==> config.mk <==
export PLATFORM = sky130hd
export DESIGN_NAME = balance_pid_motor_drive_unit
export DESIGN_NICKNAME = d
export VERILOG_FILES = /design/src/rtl/bpmd_pkg.sv /design/src/rtl/balance_pid_motor_drive_unit.sv /design/src/rtl/bpmd_mul.sv /design/src/rtl/bpmd_seq.sv /design/src/rtl/bpmd_dp.sv
export SDC_FILE = /design/constraint.sdc
export NUM_CORES = 2
export LEC_CHECK = 0
export ABC_CLOCK_PERIOD_IN_PS = 10100
export BUFFER_PORTS_ARGS = -buffer_cell sky130_fd_sc_hd__buf_2
export CAP_MARGIN = 20
export CORE_MARGIN = 10
export CORE_UTILIZATION = 50
export DETAILED_ROUTE_END_ITERATION = 16
export PLACE_DENSITY = 0.73
export SLEW_MARGIN = 20
export SYNTH_ARGS = -nofsm -noshare
export SYNTH_HDL_FRONTEND = slang
export SYNTH_SLANG_ARGS = --single-unit
==> constraint.sdc <==
create_clock -name clk -period 10.1 [get_ports clk]
set_clock_uncertainty 0.15 [all_clocks]
set_input_delay 0.505 -clock clk [delete_from_list [all_inputs] [get_ports clk]]
set_output_delay 0.505 -clock clk [all_outputs]
set_load 0.05 [all_outputs]
==> src/rtl/bpmd_pkg.sv <==
package bpmd_pkg;

  localparam int JOY_BITS_DEF = 10;

  localparam int PITCH_W    = 17;
  localparam int RATE_W     = 20;
  localparam int TRIM_W     = 13;
  localparam int GAIN_W     = 16;
  localparam int TILT_LIM_W = 15;
  localparam int MSA_W      = 12;
  localparam int DRV_W      = 8;

  localparam int CFG_IDX_W  = 3;
  localparam int CFG_DATA_W = 16;

  localparam logic [CFG_IDX_W-1:0] REG_TRIM      = 3'd0;
  localparam logic [CFG_IDX_W-1:0] REG_P_GAIN    = 3'd1;
  localparam logic [CFG_IDX_W-1:0] REG_I_GAIN    = 3'd2;
  localparam logic [CFG_IDX_W-1:0] REG_D_GAIN    = 3'd3;
  localparam logic [CFG_IDX_W-1:0] REG_TILT_LIM  = 3'd4;
  localparam logic [CFG_IDX_W-1:0] REG_MSA       = 3'd5;
  localparam logic [CFG_IDX_W-1:0] REG_MAX_DRIVE = 3'd6;

  localparam logic signed [TRIM_W-1:0] TRIM_RST    = -13'sd192;
  localparam logic [GAIN_W-1:0]        P_GAIN_RST  = 16'd3328;
  localparam logic [GAIN_W-1:0]        I_GAIN_RST  = 16'd15360;
  localparam logic [GAIN_W-1:0]        D_GAIN_RST  = 16'd51;
  localparam logic [TILT_LIM_W-1:0]    TILT_LIM_RST = 15'd3840;
  localparam logic [MSA_W-1:0]         MSA_RST     = 12'd768;
  localparam logic [DRV_W-1:0]         MAX_DRV_RST = 8'd255;

  // shared multiplier
  localparam int MUL_A_W = 28;
  localparam int MUL_B_W = 22;
  localparam int MUL_P_W = MUL_A_W + MUL_B_W;

  // datapath widths
  localparam int TILT_W   = 18;
  localparam int ERR_W    = 19;
  localparam int SP_Q_W   = 14;
  localparam int N_W      = 27;
  localparam int QD_W     = 21;
  localparam int ISUM_W   = 23;
  localparam int INT_W    = 18;
  localparam int ACC_W    = 38;
  localparam int DRIVE_SHIFT = 16;
  localparam int TRUNC_W  = ACC_W - DRIVE_SHIFT;
  localparam int DRIVE_W  = 9;

  // integral step: divide by 25600 = 256 * 100, the /100 by reciprocal
  localparam int I_PRE_SHIFT = 8;
  localparam int RECIP_SHIFT = 27;
  localparam logic [QD_W-1:0] RECIP = 21'd1342177;
  localparam logic [N_W-1:0]  I_DIV = 27'd100;
  localparam logic [ACC_W-1:0] TRUNC_ROUND = ACC_W'((1 << DRIVE_SHIFT) - 1);

  localparam int OUT_W       = 19;
  localparam int OUT_TDATA_W = ((OUT_W + 7) / 8) * 8;

  typedef struct packed {
    logic signed [TRIM_W-1:0] trim_angle;
    logic [GAIN_W-1:0]        p_gain;
    logic [GAIN_W-1:0]        i_gain;
    logic [GAIN_W-1:0]        d_gain;
    logic [TILT_LIM_W-1:0]    tilt_limit;
    logic [MSA_W-1:0]         max_setpoint_angle;
    logic [DRV_W-1:0]         max_drive;
  } cfg_t;

  // microcode
  localparam int OP_W = 4;
  localparam logic [OP_W-1:0] OP_JOY    = 4'd0;
  localparam logic [OP_W-1:0] OP_FOLD1  = 4'd1;
  localparam logic [OP_W-1:0] OP_FOLD2  = 4'd2;
  localparam logic [OP_W-1:0] OP_SETP   = 4'd3;
  localparam logic [OP_W-1:0] OP_ERR    = 4'd4;
  localparam logic [OP_W-1:0] OP_MULI   = 4'd5;
  localparam logic [OP_W-1:0] OP_MULP   = 4'd6;
  localparam logic [OP_W-1:0] OP_RECIP  = 4'd7;
  localparam logic [OP_W-1:0] OP_QEST   = 4'd8;
  localparam logic [OP_W-1:0] OP_QFIX   = 4'd9;
  localparam logic [OP_W-1:0] OP_IADD   = 4'd10;
  localparam logic [OP_W-1:0] OP_ICLAMP = 4'd11;
  localparam logic [OP_W-1:0] OP_ACC    = 4'd12;
  localparam logic [OP_W-1:0] OP_DRIVE  = 4'd13;
  localparam logic [OP_W-1:0] OP_OUT    = 4'd14;

  localparam int BR_W = 1;
  localparam logic [BR_W-1:0] BR_NEXT      = 1'b0;
  localparam logic [BR_W-1:0] BR_WAIT_DONE = 1'b1;

  localparam int PC_W = 4;

  typedef struct packed {
    logic [OP_W-1:0] op;
    logic [BR_W-1:0] br;
    logic [PC_W-1:0] target;
  } uword_t;

  typedef struct packed {
    logic            fire;
    logic [OP_W-1:0] op;
  } ctrl_t;

  function automatic uword_t ucode(input logic [PC_W-1:0] pc);
    uword_t w;
    unique case (pc)
      4'd0:    w = '{OP_JOY,    BR_NEXT, 4'd0};
      4'd1:    w = '{OP_FOLD1,  BR_NEXT, 4'd0};
      4'd2:    w = '{OP_FOLD2,  BR_NEXT, 4'd0};
      4'd3:    w = '{OP_SETP,   BR_NEXT, 4'd0};
      4'd4:    w = '{OP_ERR,    BR_NEXT, 4'd0};
      4'd5:    w = '{OP_MULI,   BR_NEXT, 4'd0};
      4'd6:    w = '{OP_MULP,   BR_NEXT, 4'd0};
      4'd7:    w = '{OP_RECIP,  BR_NEXT, 4'd0};
      4'd8:    w = '{OP_QEST,   BR_NEXT, 4'd0};
      4'd9:    w = '{OP_QFIX,   BR_NEXT, 4'd0};
      4'd10:   w = '{OP_IADD,   BR_NEXT, 4'd0};
      4'd11:   w = '{OP_ICLAMP, BR_NEXT, 4'd0};
      4'd12:   w = '{OP_ACC,    BR_NEXT, 4'd0};
      4'd13:   w = '{OP_DRIVE,  BR_NEXT, 4'd0};
      4'd14:   w = '{OP_OUT,    BR_WAIT_DONE, 4'd14};
      default: w = '{OP_OUT,    BR_WAIT_DONE, 4'd14};
    endcase
    return w;
  endfunction

endpackage

==> src/rtl/balance_pid_motor_drive_unit.sv <==
// Channel  Direction  Handshake               Content
// s_*      in         s_tvalid / s_tready     one sample: pitch, pitch rate, joystick
// m_*      out        m_tvalid / m_tready     drive directions, duties, tilt cutoff
// cfg_*    in         cfg_valid / cfg_ready   register index and write data
//
// Each sample runs a 15-step microprogram on one shared 28x22 multiplier after
// the accept cycle; s_tready is low until it ends, so samples do not overlap.
// The last step waits while the previous result is still held on m_*.
// Reset (rst, synchronous) loads register defaults and clears the integral.
// cfg_ready is always high; unknown register indexes are dropped.
module balance_pid_motor_drive_unit #(
  parameter int JOYSTICK_BITS = bpmd_pkg::JOY_BITS_DEF,
  parameter int IN_W          = bpmd_pkg::PITCH_W + bpmd_pkg::RATE_W + JOYSTICK_BITS,
  parameter int IN_TDATA_W    = ((IN_W + 7) / 8) * 8
) (
  input  logic                                clk,
  input  logic                                rst,
  input  logic                                s_tvalid,
  output logic                                s_tready,
  // pitch_angle, angular_rate, joystick_y
  input  logic [IN_TDATA_W-1:0]               s_tdata,
  output logic                                m_tvalid,
  input  logic                                m_tready,
  // left_forward, left_duty, right_forward, right_duty, tilt_cutoff
  output logic [bpmd_pkg::OUT_TDATA_W-1:0]    m_tdata,
  input  logic                                cfg_valid,
  output logic                                cfg_ready,
  input  logic [bpmd_pkg::CFG_IDX_W-1:0]      cfg_index,
  input  logic [bpmd_pkg::CFG_DATA_W-1:0]     cfg_data
);

  localparam int RATE_LO = bpmd_pkg::PITCH_W;
  localparam int JOY_LO  = bpmd_pkg::PITCH_W + bpmd_pkg::RATE_W;

  bpmd_pkg::cfg_t  cfg;
  bpmd_pkg::ctrl_t ctrl;
  logic            busy;
  logic            start;
  logic            out_busy;

  assign s_tready  = !busy;
  assign start     = s_tvalid && s_tready;
  assign cfg_ready = 1'b1;

  always_ff @(posedge clk) begin
    if (rst) begin
      cfg.trim_angle         <= bpmd_pkg::TRIM_RST;
      cfg.p_gain             <= bpmd_pkg::P_GAIN_RST;
      cfg.i_gain             <= bpmd_pkg::I_GAIN_RST;
      cfg.d_gain             <= bpmd_pkg::D_GAIN_RST;
      cfg.tilt_limit         <= bpmd_pkg::TILT_LIM_RST;
      cfg.max_setpoint_angle <= bpmd_pkg::MSA_RST;
      cfg.max_drive          <= bpmd_pkg::MAX_DRV_RST;
    end else if (cfg_valid && cfg_ready) begin
      unique case (cfg_index)
        bpmd_pkg::REG_TRIM:      cfg.trim_angle <= cfg_data[bpmd_pkg::TRIM_W-1:0];
        bpmd_pkg::REG_P_GAIN:    cfg.p_gain     <= cfg_data[bpmd_pkg::GAIN_W-1:0];
        bpmd_pkg::REG_I_GAIN:    cfg.i_gain     <= cfg_data[bpmd_pkg::GAIN_W-1:0];
        bpmd_pkg::REG_D_GAIN:    cfg.d_gain     <= cfg_data[bpmd_pkg::GAIN_W-1:0];
        bpmd_pkg::REG_TILT_LIM:  cfg.tilt_limit <= cfg_data[bpmd_pkg::TILT_LIM_W-1:0];
        bpmd_pkg::REG_MSA:
          cfg.max_setpoint_angle <= cfg_data[bpmd_pkg::MSA_W-1:0];
        bpmd_pkg::REG_MAX_DRIVE: cfg.max_drive  <= cfg_data[bpmd_pkg::DRV_W-1:0];
        default: begin
        end
      endcase
    end
  end

  bpmd_seq u_seq (
    .clk      (clk),
    .rst      (rst),
    .start    (start),
    .out_busy (out_busy),
    .ctrl     (ctrl),
    .busy     (busy)
  );

  bpmd_dp #(
    .JB (JOYSTICK_BITS)
  ) u_dp (
    .clk      (clk),
    .rst      (rst),
    .start    (start),
    .pitch_in (s_tdata[bpmd_pkg::PITCH_W-1:0]),
    .rate_in  (s_tdata[JOY_LO-1:RATE_LO]),
    .joy_in   (s_tdata[IN_W-1:JOY_LO]),
    .cfg      (cfg),
    .ctrl     (ctrl),
    .m_tready (m_tready),
    .m_tvalid (m_tvalid),
    .m_tdata  (m_tdata),
    .out_busy (out_busy)
  );

endmodule

==> src/rtl/bpmd_mul.sv <==
module bpmd_mul (
  input  logic                                  clk,
  input  logic                                  en,
  input  logic signed [bpmd_pkg::MUL_A_W-1:0]   a,
  input  logic signed [bpmd_pkg::MUL_B_W-1:0]   b,
  output logic signed [bpmd_pkg::MUL_P_W-1:0]   p
);

  always_ff @(posedge clk) begin
    if (en) begin
      p <= a * b;
    end
  end

endmodule

==> src/rtl/bpmd_seq.sv <==
module bpmd_seq (
  input  logic                clk,
  input  logic                rst,
  input  logic                start,
  input  logic                out_busy,
  output bpmd_pkg::ctrl_t     ctrl,
  output logic                busy
);

  logic [bpmd_pkg::PC_W-1:0] pc;
  logic [bpmd_pkg::PC_W-1:0] pc_next;
  logic                      busy_next;
  bpmd_pkg::uword_t          uw;
  logic                      stall;

  assign uw    = bpmd_pkg::ucode(pc);
  assign stall = (uw.br == bpmd_pkg::BR_WAIT_DONE) && out_busy;

  assign ctrl.fire = busy && !stall;
  assign ctrl.op   = uw.op;

  always_comb begin
    pc_next   = pc;
    busy_next = busy;
    if (start) begin
      pc_next   = '0;
      busy_next = 1'b1;
    end else if (busy) begin
      unique case (uw.br)
        bpmd_pkg::BR_NEXT: begin
          pc_next = pc + bpmd_pkg::PC_W'(1);
        end
        bpmd_pkg::BR_WAIT_DONE: begin
          if (out_busy) begin
            pc_next = uw.target;
          end else begin
            pc_next   = '0;
            busy_next = 1'b0;
          end
        end
        default: pc_next = pc;
      endcase
    end
  end

  always_ff @(posedge clk) begin
    if (rst) begin
      pc   <= '0;
      busy <= 1'b0;
    end else begin
      pc   <= pc_next;
      busy <= busy_next;
    end
  end

endmodule

==> src/rtl/bpmd_dp.sv <==
module bpmd_dp #(
  parameter int JB = bpmd_pkg::JOY_BITS_DEF
) (
  input  logic                                    clk,
  input  logic                                    rst,
  input  logic                                    start,
  input  logic signed [bpmd_pkg::PITCH_W-1:0]     pitch_in,
  input  logic signed [bpmd_pkg::RATE_W-1:0]      rate_in,
  input  logic [JB-1:0]                           joy_in,
  input  bpmd_pkg::cfg_t                          cfg,
  input  bpmd_pkg::ctrl_t                         ctrl,
  input  logic                                    m_tready,
  output logic                                    m_tvalid,
  output logic [bpmd_pkg::OUT_TDATA_W-1:0]        m_tdata,
  output logic                                    out_busy
);

  localparam int X_W  = JB + bpmd_pkg::MSA_W + 1;
  localparam int RA_W = JB + bpmd_pkg::SP_Q_W;
  localparam logic [JB-1:0] JMAX = '1;

  logic signed [bpmd_pkg::PITCH_W-1:0] pitch;
  logic signed [bpmd_pkg::RATE_W-1:0]  rate;
  logic [JB-1:0]                       joy;

  logic signed [bpmd_pkg::TILT_W-1:0]  tilt;
  logic                                cut;
  logic [bpmd_pkg::SP_Q_W-1:0]         qa;
  logic [RA_W-1:0]                     ra;
  logic signed [bpmd_pkg::ERR_W-1:0]   err;
  logic [bpmd_pkg::N_W-1:0]            n;
  logic                                neg;
  logic [bpmd_pkg::QD_W-1:0]           qd;
  logic signed [bpmd_pkg::ISUM_W-1:0]  isum;
  logic signed [bpmd_pkg::INT_W-1:0]   integ;
  logic signed [bpmd_pkg::ACC_W-1:0]   acc;
  logic signed [bpmd_pkg::DRIVE_W-1:0] drive;

  logic                                mul_en;
  logic signed [bpmd_pkg::MUL_A_W-1:0] mul_a;
  logic signed [bpmd_pkg::MUL_B_W-1:0] mul_b;
  logic signed [bpmd_pkg::MUL_P_W-1:0] prod;

  logic [X_W-1:0]                      x;
  logic [bpmd_pkg::MSA_W:0]            q0;
  logic [bpmd_pkg::SP_Q_W-1:0]         qa_fin;
  logic [bpmd_pkg::TILT_W-1:0]         abs_tilt;
  logic [bpmd_pkg::MUL_P_W-1:0]        pabs;
  logic [bpmd_pkg::N_W-1:0]            rem;
  logic signed [bpmd_pkg::ISUM_W-1:0]  istep;
  logic signed [bpmd_pkg::ISUM_W-1:0]  ilim;
  logic signed [bpmd_pkg::ACC_W-1:0]   iacc;
  logic signed [bpmd_pkg::ACC_W-1:0]   adj;
  logic signed [bpmd_pkg::TRUNC_W-1:0] trunc;
  logic signed [bpmd_pkg::TRUNC_W-1:0] dlim;
  logic [bpmd_pkg::DRIVE_W-1:0]        dabs;
  logic [bpmd_pkg::DRV_W-1:0]          duty;

  always_comb begin
    mul_en = 1'b0;
    mul_a  = '0;
    mul_b  = '0;
    case (ctrl.op)
      bpmd_pkg::OP_JOY: begin
        mul_en = ctrl.fire;
        mul_a  = bpmd_pkg::MUL_A_W'(joy);
        mul_b  = bpmd_pkg::MUL_B_W'(cfg.max_setpoint_angle);
      end
      bpmd_pkg::OP_FOLD1: begin
        mul_en = ctrl.fire;
        mul_a  = bpmd_pkg::MUL_A_W'(rate);
        mul_b  = bpmd_pkg::MUL_B_W'(cfg.d_gain);
      end
      bpmd_pkg::OP_MULI: begin
        mul_en = ctrl.fire;
        mul_a  = bpmd_pkg::MUL_A_W'(err);
        mul_b  = bpmd_pkg::MUL_B_W'(cfg.i_gain);
      end
      bpmd_pkg::OP_MULP: begin
        mul_en = ctrl.fire;
        mul_a  = bpmd_pkg::MUL_A_W'(err);
        mul_b  = bpmd_pkg::MUL_B_W'(cfg.p_gain);
      end
      bpmd_pkg::OP_RECIP: begin
        mul_en = ctrl.fire;
        mul_a  = bpmd_pkg::MUL_A_W'(n);
        mul_b  = bpmd_pkg::MUL_B_W'(bpmd_pkg::RECIP);
      end
      default: mul_en = 1'b0;
    endcase
  end

  bpmd_mul u_mul (
    .clk (clk),
    .en  (mul_en),
    .a   (mul_a),
    .b   (mul_b),
    .p   (prod)
  );

  // joy * 2 * msa / (2^JB - 1) by folding the high part back in
  assign x      = {prod[X_W-2:0], 1'b0};
  assign q0     = x[X_W-1:JB];
  assign qa_fin = qa + bpmd_pkg::SP_Q_W'(ra >= RA_W'(JMAX));

  assign abs_tilt = tilt[bpmd_pkg::TILT_W-1] ? bpmd_pkg::TILT_W'(-tilt)
                                             : bpmd_pkg::TILT_W'(tilt);
  assign pabs = prod[bpmd_pkg::MUL_P_W-1] ? bpmd_pkg::MUL_P_W'(-prod)
                                         : bpmd_pkg::MUL_P_W'(prod);
  assign rem  = n - bpmd_pkg::N_W'(qd) * bpmd_pkg::I_DIV;

  assign istep = neg ? -$signed(bpmd_pkg::ISUM_W'(qd)) : $signed(bpmd_pkg::ISUM_W'(qd));
  assign ilim  = $signed(bpmd_pkg::ISUM_W'({cfg.max_drive, 8'b0}));
  assign iacc  = bpmd_pkg::ACC_W'(integ);

  assign adj   = acc[bpmd_pkg::ACC_W-1] ? acc + $signed(bpmd_pkg::TRUNC_ROUND) : acc;
  assign trunc = adj[bpmd_pkg::ACC_W-1:bpmd_pkg::DRIVE_SHIFT];
  assign dlim  = $signed(bpmd_pkg::TRUNC_W'(cfg.max_drive));

  assign dabs = drive[bpmd_pkg::DRIVE_W-1] ? bpmd_pkg::DRIVE_W'(-drive)
                                          : bpmd_pkg::DRIVE_W'(drive);
  assign duty = cut ? '0 : dabs[bpmd_pkg::DRV_W-1:0];

  assign out_busy = m_tvalid && !m_tready;

  always_ff @(posedge clk) begin
    if (start) begin
      pitch <= pitch_in;
      rate  <= rate_in;
      joy   <= joy_in;
    end
    if (rst) begin
      integ    <= '0;
      m_tvalid <= 1'b0;
    end else begin
      if (ctrl.fire && ctrl.op == bpmd_pkg::OP_OUT) begin
        m_tvalid <= 1'b1;
      end else if (m_tready) begin
        m_tvalid <= 1'b0;
      end
      if (ctrl.fire) begin
        case (ctrl.op)
          bpmd_pkg::OP_JOY: begin
            tilt <= bpmd_pkg::TILT_W'(pitch) - bpmd_pkg::TILT_W'(cfg.trim_angle);
          end
          bpmd_pkg::OP_FOLD1: begin
            qa <= bpmd_pkg::SP_Q_W'(q0);
            ra <= RA_W'(x[JB-1:0]) + RA_W'(q0);
          end
          bpmd_pkg::OP_FOLD2: begin
            qa  <= qa + bpmd_pkg::SP_Q_W'(ra >> JB);
            ra  <= RA_W'(ra[JB-1:0]) + (ra >> JB);
            acc <= bpmd_pkg::ACC_W'(prod);
            cut <= abs_tilt >= bpmd_pkg::TILT_W'(cfg.tilt_limit);
          end
          bpmd_pkg::OP_SETP: begin
            err <= bpmd_pkg::ERR_W'($signed({1'b0, qa_fin}))
                 - bpmd_pkg::ERR_W'($signed({1'b0, cfg.max_setpoint_angle}));
          end
          bpmd_pkg::OP_ERR: begin
            err <= err - bpmd_pkg::ERR_W'(tilt);
          end
          bpmd_pkg::OP_MULP: begin
            n   <= pabs[bpmd_pkg::N_W+bpmd_pkg::I_PRE_SHIFT-1:bpmd_pkg::I_PRE_SHIFT];
            neg <= prod[bpmd_pkg::MUL_P_W-1];
          end
          bpmd_pkg::OP_RECIP: begin
            acc <= acc + bpmd_pkg::ACC_W'(prod);
          end
          bpmd_pkg::OP_QEST: begin
            qd <= prod[bpmd_pkg::RECIP_SHIFT+bpmd_pkg::QD_W-1:bpmd_pkg::RECIP_SHIFT];
          end
          bpmd_pkg::OP_QFIX: begin
            qd <= qd + bpmd_pkg::QD_W'(rem >= bpmd_pkg::I_DIV);
          end
          bpmd_pkg::OP_IADD: begin
            isum <= bpmd_pkg::ISUM_W'(integ) + istep;
          end
          bpmd_pkg::OP_ICLAMP: begin
            if (isum > ilim) begin
              integ <= bpmd_pkg::INT_W'(ilim);
            end else if (isum < -ilim) begin
              integ <= bpmd_pkg::INT_W'(-ilim);
            end else begin
              integ <= bpmd_pkg::INT_W'(isum);
            end
          end
          bpmd_pkg::OP_ACC: begin
            acc <= acc + (iacc <<< 8);
          end
          bpmd_pkg::OP_DRIVE: begin
            if (trunc > dlim) begin
              drive <= bpmd_pkg::DRIVE_W'(dlim);
            end else if (trunc < -dlim) begin
              drive <= bpmd_pkg::DRIVE_W'(-dlim);
            end else begin
              drive <= bpmd_pkg::DRIVE_W'(trunc);
            end
            if (cut) begin
              integ <= '0;
            end
          end
          bpmd_pkg::OP_OUT: begin
            m_tdata <= {(bpmd_pkg::OUT_TDATA_W - bpmd_pkg::OUT_W)'(0),
                        cut,
                        duty,
                        (drive > 0),
                        duty,
                        drive[bpmd_pkg::DRIVE_W-1]};
          end
          default: begin
          end
        endcase
      end
    end
  end

endmodule

==> flow_summary.rst <==
.. list-table::
   :header-rows: 1

   * - Metric
     - Value
   * - Outcome
     - complete, no violations
   * - Number of distinct library cell variants in the gate-level netlist after synthesis
     - 81
   * - Total Routed Length
     - roughly 140000 microns
   * - First-iteration detailed-routing DRC count
     - 3833
   * - CP startpoint kind
     - flop
   * - Initial standard-cell utilization of the core
     - 50.42%
   * - Signed area change from the synthesized netlist to the final layout
     - 8.945%
   * - Highest Clock Rate
     - around 0.10 GHz
   * - Slew at the pin closest to its max-slew limit
     - between 1 and 1.5 ns
   * - Number of optimization iterations in the first detailed-route pass
     - 6
   * - Cells on Worst Hold Path
     - 3
   * - Shortest period the worst path allows
     - between 9 and 10 ns
   * - # Post-CTS Setup Buffers
     - 0
   * - Data arrival, critical path
     - 9.89 ns
   * - Via count of the first global-routing pass
     - ~40000
   * - Vias per inst
     - 5.768
   * - Layout filler cell count
     - 8680
   * - Post-route ant nets
     - 0
   * - Predominant post-synthesis flop cell
     - edfxtp_1
   * - Drt wl/cell
     - 20.23 microns
   * - Routing usage on met1
     - 34.78%
   * - Floorplan die height
     - 332.3 microns
   * - Hold Crit Start
     - cfg_data[12]
   * - Worst Path Required
     - 10.32 ns
   * - Destination of the worst register-to-register timing path
     - u_dp.u_mul.p[40]
   * - Endpoint, Worst Hold
     - cfg[79]
   * - Nets@finish
     - roughly 6700
   * - Grt peak-use layer
     - met2
   * - Synth Area per Inst
     - 8.929 sq um
   * - Final number of max-transition violations
     - 0
   * - Biggest fanout along the worst timing path
     - 14
   * - Met3 demand-to-capacity share in global routing
     - 4.602%
   * - Clock buffer count from CTS
     - between 40 and 50
   * - Cell taking the most area after synthesis
     - fa_1
   * - Post-detailed-placement half-perimeter wirelength
     - 114200 microns
   * - Total area of multi-input combinational cells
     - roughly 34000 sq um
   * - Cell area after synthesis
     - 48760 sq um
   * - Setup TNS after final layout
     - 0 ns
   * - Full die area
     - 110400 sq um
   * - Maximum number of pins on one net before global-route repair
     - 92
   * - Root Buffer
     - clkbuf_16
   * - Worst hold path class
     - in -> reg
   * - # DRC
     - 0
   * - Number of antenna violations at the first check in global routing
     - 3
   * - Cells taking the most area after synthesis
     - fa_1 21%, edfxtp_1 18%, ha_1 13%
   * - Share of post-route cells with drive strength above 1
     - about 6.2%
   * - Clock latency of the later-clocked register in the worst-skew pair
     - approximately 0.63 ns
   * - Via count
     - 39780
   * - VDD IR max
     - 130.1 uV
   * - Max Root-Sink Buffers
     - 3
   * - Count of buffers inserted at the top-level ports
     - 91
   * - TritonCTS Sinks
     - 417
   * - Remaining global-route overflow
     - 0
   * - Worst reg2reg startpoint
     - u_seq.uw[6]
   * - Count of boundary I/O pins
     - 99
   * - First-pass GRT wire length
     - ~220000 microns
   * - Leakage power total
     - 24.55 nW
   * - Sequential-to-total area share from yosys stat
     - 23.11%
   * - Max-cap viol count
     - 0
   * - Period utilisation layout
     - between 90% and 100%
   * - Most frequently used cell type in the post-synthesis netlist
     - inv_1
   * - Crit Path Class
     - reg -> reg
   * - Kind of end point of the critical path
     - flop
   * - Post-CTS clock slew at the launch and capture registers of the worst setup and hold paths
     - roughly 0.070 ns
   * - Floorplan Core Area
     - 96710 sq um
   * - Tot Pwr
     - 5.398 mW
   * - Final setup violation count
     - 0
   * - Pwr per Cell Area
     - 101.6 nW/um^2
   * - Worst rel slew slack
     - roughly 28%
   * - Fraction of synthesized cell area taken by the top area cell type
     - 21.47%
   * - Share of flip-flops with an asynchronous set or reset
     - 0%
   * - Post-CTS Resized
     - 0
   * - EDFF count, synth
     - 292
   * - Final hold vios
     - 0
   * - Yosys reg bits
     - 417
   * - Die Width
     - 332.3 microns
   * - FF-to-FF setup slack
     - 0.43 ns
   * - Number of standard-cell rows in the floorplan
     - 114
   * - H-Tree Level Count
     - 2
   * - Number of cells traversed by the worst register-to-register path
     - 26
   * - Synth Warn #
     - 0
   * - Overall fraction of global-route tracks in use
     - 24.98%
   * - CTS tree
     - done
   * - Global placement routability congestion
     - 0.9648
   * - Area taken by flip-flops and latches
     - 11270 sq um
   * - Post-Synthesis Cells
     - 5461
   * - Met2 track utilization from global routing
     - 38.51%
   * - Unrepaired setup endpoints after global routing
     - no
   * - Most frequent cells after synthesis
     - 843 x inv_1, 635 x nand2_1, 523 x fa_1
[kinds of logic (layout without fill, tap and decap cells)]
group           count (synthesis)  after routing  share of synthesized area, %
simple gates                 1639           1639                         15.22
fa+ha+maj                    1014           1014                         34.07
buf+inv                      1028           1180                         8.021
flops                         417            417                         23.11
other cells                     2             10                       0.01540
mux                            29             29                        0.6133
xor+xnor                      336            336                         6.035
compound gates                996            996                         12.91
[layer usage]
metal / part of all wire (%) / vias to the layer above
li1: - / 18380
met1: 42 / 19350
met2: 44 / 1764
met3: 10 / 284
met4: 3.8 / 0
met5: 0 / -
[repair_timing]
item | in CTS | in global routing
endpoints found under the setup margin | 0 | 0
endpoints found under the hold margin | 51 | 0
hold buffers | 49 | 0
[sequential cells by signal (all words and copies together), names as in the netlist, 19 cells and up]
register,count
u_dp.acc,38
u_dp.u_mul.p,49
u_dp.n,27
u_dp.err,19
u_dp.rate,20
u_dp.qd,21
cfg,96
u_dp.isum,23
[area by class of cell]
type | count | share of cell area (%)
multi-input cells | 4023 | 63.56
inverters | 843 | 5.957
flip-flops and latches | 417 | 21.22
clock buffers | 60 | 2.421
well taps | 1276 | 3.005
diodes | 1 | 0.004711
repair buffers | 254 | 3.467
clock inverters | 23 | 0.3721
[how the worst max path moves through the flow]
stage | startpoint | endpoint | slack, ns | depth (start not counted)
after floorplan | u_seq.uw[6] | u_dp.u_mul.p[0] | 0.56 | 4
after global placement | u_seq.uw[6] | u_dp.u_mul.p[40] | 0.74 | 27
after detailed placement | u_seq.uw[6] | u_dp.u_mul.p[40] | 0.69 | 27
after CTS | u_seq.uw[6] | u_dp.u_mul.p[40] | 0.67 | 27
after global routing | u_seq.uw[6] | u_dp.u_mul.p[44] | 0.002 | 27
final | u_seq.uw[6] | u_dp.u_mul.p[40] | 0.43 | 26
[worst max-delay path, cell delays in order (launching register included)]
cell and delay, ns:
dfxtp_1 0.57, nand2b_1 0.33, nor2_1 0.23, a22oi_1 0.83, nand2_1 0.62, nand2_1 0.25, fa_1 0.46, fa_1 0.51
fa_1 0.49, inv_1 0.05, fa_1 0.52, fa_1 0.44, fa_1 0.54, inv_1 0.06, fa_1 0.53, inv_1 0.04
ha_1 0.38, nand3_1 0.19, nor4_1 0.36, nand3_1 0.17, a211oi_1 0.48, o31a_1 0.22, and2_1 0.23, a211o_1 0.21
and3_1 0.24, a31oi_1 0.11, xnor2_1 0.13
[report_power, final]
part	total, mW	internal, mW	switching (mW)
clock network	1.70	0.932	0.770
logic	1.63	0.646	0.987
registers	2.06	1.95	0.110
total	5.40	3.53	1.87
[layout by cell type, fill, tap and decap left out, types with 51 or more instances in the layout]
cell type | netlist | routed
nand2_1 | 635 | 635
a21o_1 | 96 | 96
nand2b_1 | 60 | 60
fa_1 | 523 | 523
xor2_1 | 89 | 89
nor2_1 | 482 | 477
xnor2_1 | 247 | 247
buf_4 | 14 | 112
buf_2 | 0 | 90
edfxtp_1 | 292 | 292
ha_1 | 491 | 491
a21oi_1 | 321 | 319
dfxtp_1 | 125 | 125
nand3_1 | 81 | 81
nor2b_1 | 52 | 51
nor3_1 | 72 | 65
o21ai_0 | 211 | 211
inv_1 | 843 | 843
[through the flow]
step	hold slack, ns	cell area [sq um]	std cells	util, %	setup slack [ns]
6_report	0.04139	53120	6897	54.93	0.4337
5_1_grt	0.05964	53120	6896	54.93	0.002370
4_1_cts	0.01242	53110	6896	54.92	0.6684
3_5_place_dp	0.2978	51140	6764	52.88	0.6926
3_3_place_gp	0.2916	51140	6764	52.88	0.7442
2_1_floorplan	0.2744	48790	5468	-	0.5644
No activity file was read; power rests on OpenSTA's default activity.
